File: src/sprite_mask_collision_macros.svh
// Assertion macros shared by the collision block.
`ifndef SPRITE_MASK_COLLISION_MACROS_SVH
`define SPRITE_MASK_COLLISION_MACROS_SVH

// Same-cycle implication, sampled on clk_i, off during reset.
`define SMC_ASSERT_NOW(lbl, ante, cons, msg) \
  lbl: assert property (@(posedge clk_i) disable iff (!rst_ni) (ante) |-> (cons)) \
    else $error(msg);

// Next-cycle implication, sampled on clk_i, off during reset.
`define SMC_ASSERT_NEXT(lbl, ante, cons, msg) \
  lbl: assert property (@(posedge clk_i) disable iff (!rst_ni) (ante) |=> (cons)) \
    else $error(msg);

`endif

File: src/smc_pkg.sv
package smc_pkg;

  // Mask geometry
  localparam int MAX_SIDE = 64;
  localparam int SIDE_W   = $clog2(MAX_SIDE);
  localparam int CNT_W    = $clog2(MAX_SIDE + 1);
  localparam int ROW_W    = MAX_SIDE;

  // Field widths
  localparam int POS_W = 12;
  localparam int EXT_W = POS_W + 2;
  localparam int CFG_W = 7;
  localparam int PIX_W = 6;
  localparam int ALP_W = 8;

  localparam logic [CFG_W-1:0] CFG_RESET = 7'd64;

  typedef logic [ROW_W-1:0] row_t;

  typedef enum logic [1:0] {
    KIND_LOAD_A = 2'd0,
    KIND_LOAD_B = 2'd1,
    KIND_TEST   = 2'd2
  } kind_e;

  typedef enum logic [1:0] {
    REG_WIDTH_A  = 2'd0,
    REG_HEIGHT_A = 2'd1,
    REG_WIDTH_B  = 2'd2,
    REG_HEIGHT_B = 2'd3
  } cfg_idx_e;

  typedef enum logic [1:0] {
    ST_IDLE,
    ST_LOAD_WR,
    ST_SETUP,
    ST_SCAN
  } state_e;

  // One mask port: a row read and a row write per cycle
  typedef struct packed {
    logic              re;
    logic [SIDE_W-1:0] raddr;
    logic              we;
    logic [SIDE_W-1:0] waddr;
    row_t              wdata;
  } mem_req_t;

  // Clamp a configured size to the mask side
  function automatic logic [CNT_W-1:0] sat_side(input logic [CFG_W-1:0] v);
    logic [CNT_W-1:0] r;
    if (32'(v) > MAX_SIDE) r = CNT_W'(MAX_SIDE);
    else                   r = CNT_W'(v);
    return r;
  endfunction

endpackage

File: src/smc_mask_mem.sv
module smc_mask_mem (
  input  logic            clk_i,
  input  smc_pkg::mem_req_t req_i,
  output smc_pkg::row_t   rdata_o
);
  import smc_pkg::*;

  // one row word per sprite line, bit x = pixel x opaque
  row_t mem [MAX_SIDE];
  row_t rdata_q;

  always_ff @(posedge clk_i) begin
    if (req_i.we) mem[req_i.waddr] <= req_i.wdata;
    if (req_i.re) rdata_q <= mem[req_i.raddr];
  end

  assign rdata_o = rdata_q;

endmodule

File: config.mk
export PLATFORM = sky130hd
export DESIGN_NAME = smc_mask_mem
export DESIGN_NICKNAME = d
export VERILOG_FILES = /design/src/sprite_mask_collision_macros.svh /design/src/smc_pkg.sv /design/src/smc_mask_mem.sv
export SDC_FILE = /design/constraint.sdc
export NUM_CORES = 2
export LEC_CHECK = 0
export BUFFER_PORTS_ARGS = -buffer_cell sky130_fd_sc_hd__clkbuf_2
export CORE_MARGIN = 8
export CORE_UTILIZATION = 55
export DETAILED_ROUTE_END_ITERATION = 10
export MAX_ROUTING_LAYER = met4
export PLACE_DENSITY = 0.78
export SYNTH_ARGS = -nofsm -noshare
export SYNTH_HDL_FRONTEND = slang
export SYNTH_SLANG_ARGS = --single-unit
File: constraint.sdc
create_clock -name clk_i -period 7.55 [get_ports clk_i]
set_clock_uncertainty 0.05 [all_clocks]
set_input_delay 0.755 -clock clk_i [delete_from_list [all_inputs] [get_ports clk_i]]
set_output_delay 0.755 -clock clk_i [all_outputs]
set_load 0.005 [all_outputs]
==> metrics.txt <==
status=finished, final reports clean; Initial Util=between 50 and 60%; Setup crit start=req_i[70]; Initial DRC Count=roughly 14k; minimum clock period after layout=3.47 ns; DRC Markers=0; xor and xnor area share after synthesis=0%; Post-Syn Area=approximately 160000 µm²; complex-gate fraction of the synthesized area=2.47%; count of cell types in the netlist=32; Pwr Density=271 nW/µm²; fraction of the mapped netlist area in adder cells=0%; post-CTS resize count=0; peak fanout along the critical path=29; CTS tree=done; Final setup viols=0; Post-DRT Antenna Nets=0; Final period util=roughly 46%; Post-synth EDFFs=roughly 4.2k; TritonCTS Buffers=around 390; CTS Sinks=approximately 4.2k; most frequent cells in the layout=4160 x edfxtp_1, 1024 x mux4_2, 392 x clkbuf_16, 175 x buf_4, 168 x a22oi_1; clock latency on the worst-skew pair=roughly 0.93 ns; GR Overflow Total=0; Avg WL per Cell=slightly above 40 µm; row count=~200; end of the worst register-to-register path=rdata_o[14]$_DFFE_PP_; Slew HR=approximately 6.2%; main combinational cell family by area after synthesis=multiplexers; RSZ-0062 raised after global routing=false; drt pass-1 iters=6; first-pass GRT wire length=~620 mm; switching share of power=21.2%; Setup Fix Bufs, Post-CTS=0; mux contribution to synthesized area=15.6%; CP arrival=3.96 ns; clk root buf=clkbuf_16; Post-synth ARST share=0%; crit path launch type=primary input; Avg Inst Size Synth=between 20 and 25 µm²; max_cap viols=0; total leakage power=approximately 54 nW; Critical Path End=mem[38][45]$_DFFE_PP_; slowest CP cell=nor2_4; share of cells above drive strength 1=between 20% and 30%; max-slew violation count=0; Mapped Cells=roughly 6.6k; vias in the first global route=approximately 81k; fmax=288 MHz; Seq cells post-synth=4160; crit-path max cell delay=1.20 ns; die height=550 µm; cell chain of the critical path=clkbuf_2, nor2b_1, nand3_1, nor2_4, buf_4; Critical Path RT=about 8.0 ns; Synthesized Nets=6677; Port Buf Inserts=around 140; H-tree levels=5; crit end category=register; final wirelength=about 450 mm; post-synthesis simple-gate area fraction=under 10%; Fillers=17.7k; combinational share of power=around 4.6%; Main synth FF type=edfxtp_1; Final HPWL DP=approximately 220 mm; vias per cell=around 7.2; cell family with most CP delay=simple AND/OR/NAND/NOR gates; TNS Setup=0 ns; Crit Path Category=in -> reg; RR Startpoint=mem[13][14]$_DFFE_PP_; die width=550 µm; Worst R2R Path Depth=5; gr usage total=30.1%; stages on the worst setup path=5; Die ar.=just over 300000 µm²; CTS Hold Bufs=0; switching pwr=around 0.010 W; initial antenna violation count=27; Peak VDD IR=a little under 0.3 mV; Flop pwr share=between 50% and 60%; Reg clk slew, reported paths=around 0.060 ns; area grow syn2layout=11.9%; r2r setup slk=a little over 5 ns; DP Worst Slack=3.34 ns; Routability Congestion=roughly 0.8; CTS max path bufs=4; DR vias=79.7k; Hold Crit Class=in -> reg; CP Buf/Inv Count=2; Hold Fails Final Rpt=0; Pint=around 0.037 W; largest net degree at the start of global routing=about 140; Seq/Total Area, Yosys=between 70% and 80%; number of nets in the layout=about 7.0k; count of warnings emitted by yosys=0; post-layout worst setup margin=about 4.1 ns; Clock power frac=41.3%; Slew @ Worst Pin=approximately 1.4 ns; Core Area=284000 µm²; commonest non-fill, non-tap cell in the layout=edfxtp_1; io pins=roughly 140
## sequential cells by signal, summed over array words and instances (netlist names)
| signal | cells |
|---|---|
| mem | 4096 |
| rdata_o | 64 |
## kinds of logic after synthesis
logic type / after synthesis
buffers and inverters: 389
muxes: 1159
AOI/OAI and AO/OA: 504
and+or+nand+nor: 386
DFF: 4160
## layout make-up
class	count	area (µm²)	area share, %
Antenna cell	26	65.1	0.0370
Clock buffer	459	10100	5.73
Clock inverter	231	2460	1.40
Inverter	19	71.3	0.0406
Multi-Input combinational cell	2049	30800	17.5
Sequential cell	4160	125000	71.1
Tap cell	3762	4710	2.68
Timing Repair Buffer	342	2570	1.47
## synthesized netlist by cell type, types with 29 or more instances
master    count  area [µm²]
o221ai_1     38         333
a22o_1       88         771
buf_4        34         255
a211oi_1     63         473
and3_1       64         400
a22oi_1     168        1260
clkbuf_1    140         526
or3_1        29         181
edfxtp_1   4160      125000
mux4_2     1024       23100
nand3_1      45         225
o22ai_1      83         519
nand2_1      58         218
nor2_1      112         420
mux2i_1     135        1350
buf_2       170         851
## per-stage QoR
stage	total power [W]	std cells	hold WS (ns)	area [µm²]	util [%]
after floorplan	0.0273	6598	0.804	157000	-
after global placement	0.0282	10300	0.845	163000	57.3
after detailed placement	0.0283	10300	0.857	163000	57.3
after CTS	0.0476	11000	0.394	176000	61.7
after global routing	0.0485	11000	0.425	176000	61.7
final	0.0476	11000	0.424	176000	61.7
## layer usage
metal  GRT usage [%]  wire (µm)  vias up
li1                -          -    29200
met1            36.6     141000    41100
met2            46.9     215000     7751
met3            7.25      62500     1678
met4            16.7      29600        0
met5               -          0        -
## worst reg2reg max path, delay by kind of cell, from the launching register on
family	cells	cell delay (ns)
AO/OA/AOI/OAI	2	0.91
multiplexers	1	0.49
AND/OR/NAND/NOR	2	0.38
flip-flops	1	0.36
## power by group through the flow
stage	Sequential (W)	Clock (W)	Combinational [W]
3_3_place_gp	0.0262	0	0.00202
6_report	0.0257	0.0197	0.00217
4_1_cts	0.0257	0.0197	0.00214
3_5_place_dp	0.0262	0	0.00209
2_1_floorplan	0.0262	0	0.00119
5_1_grt	0.0257	0.0205	0.00224
## worst min path at each step
stage                                     start                    end  slack [ns]  depth (start not counted)
final                                 req_i[77]  rdata_o[19]$_DFFE_PP_        0.42                          1
after global routing                  req_i[77]  rdata_o[19]$_DFFE_PP_        0.43                          1
after CTS                             req_i[77]   rdata_o[9]$_DFFE_PP_        0.39                          1
after detailed placement  mem[44][10]$_DFFE_PP_  rdata_o[10]$_DFFE_PP_        0.86                          4
after global placement    mem[54][62]$_DFFE_PP_  rdata_o[62]$_DFFE_PP_        0.84                          4
after floorplan                        req_i[0]    mem[0][0]$_DFFE_PP_        0.80                          0
(Power assumes the default switching activity.)
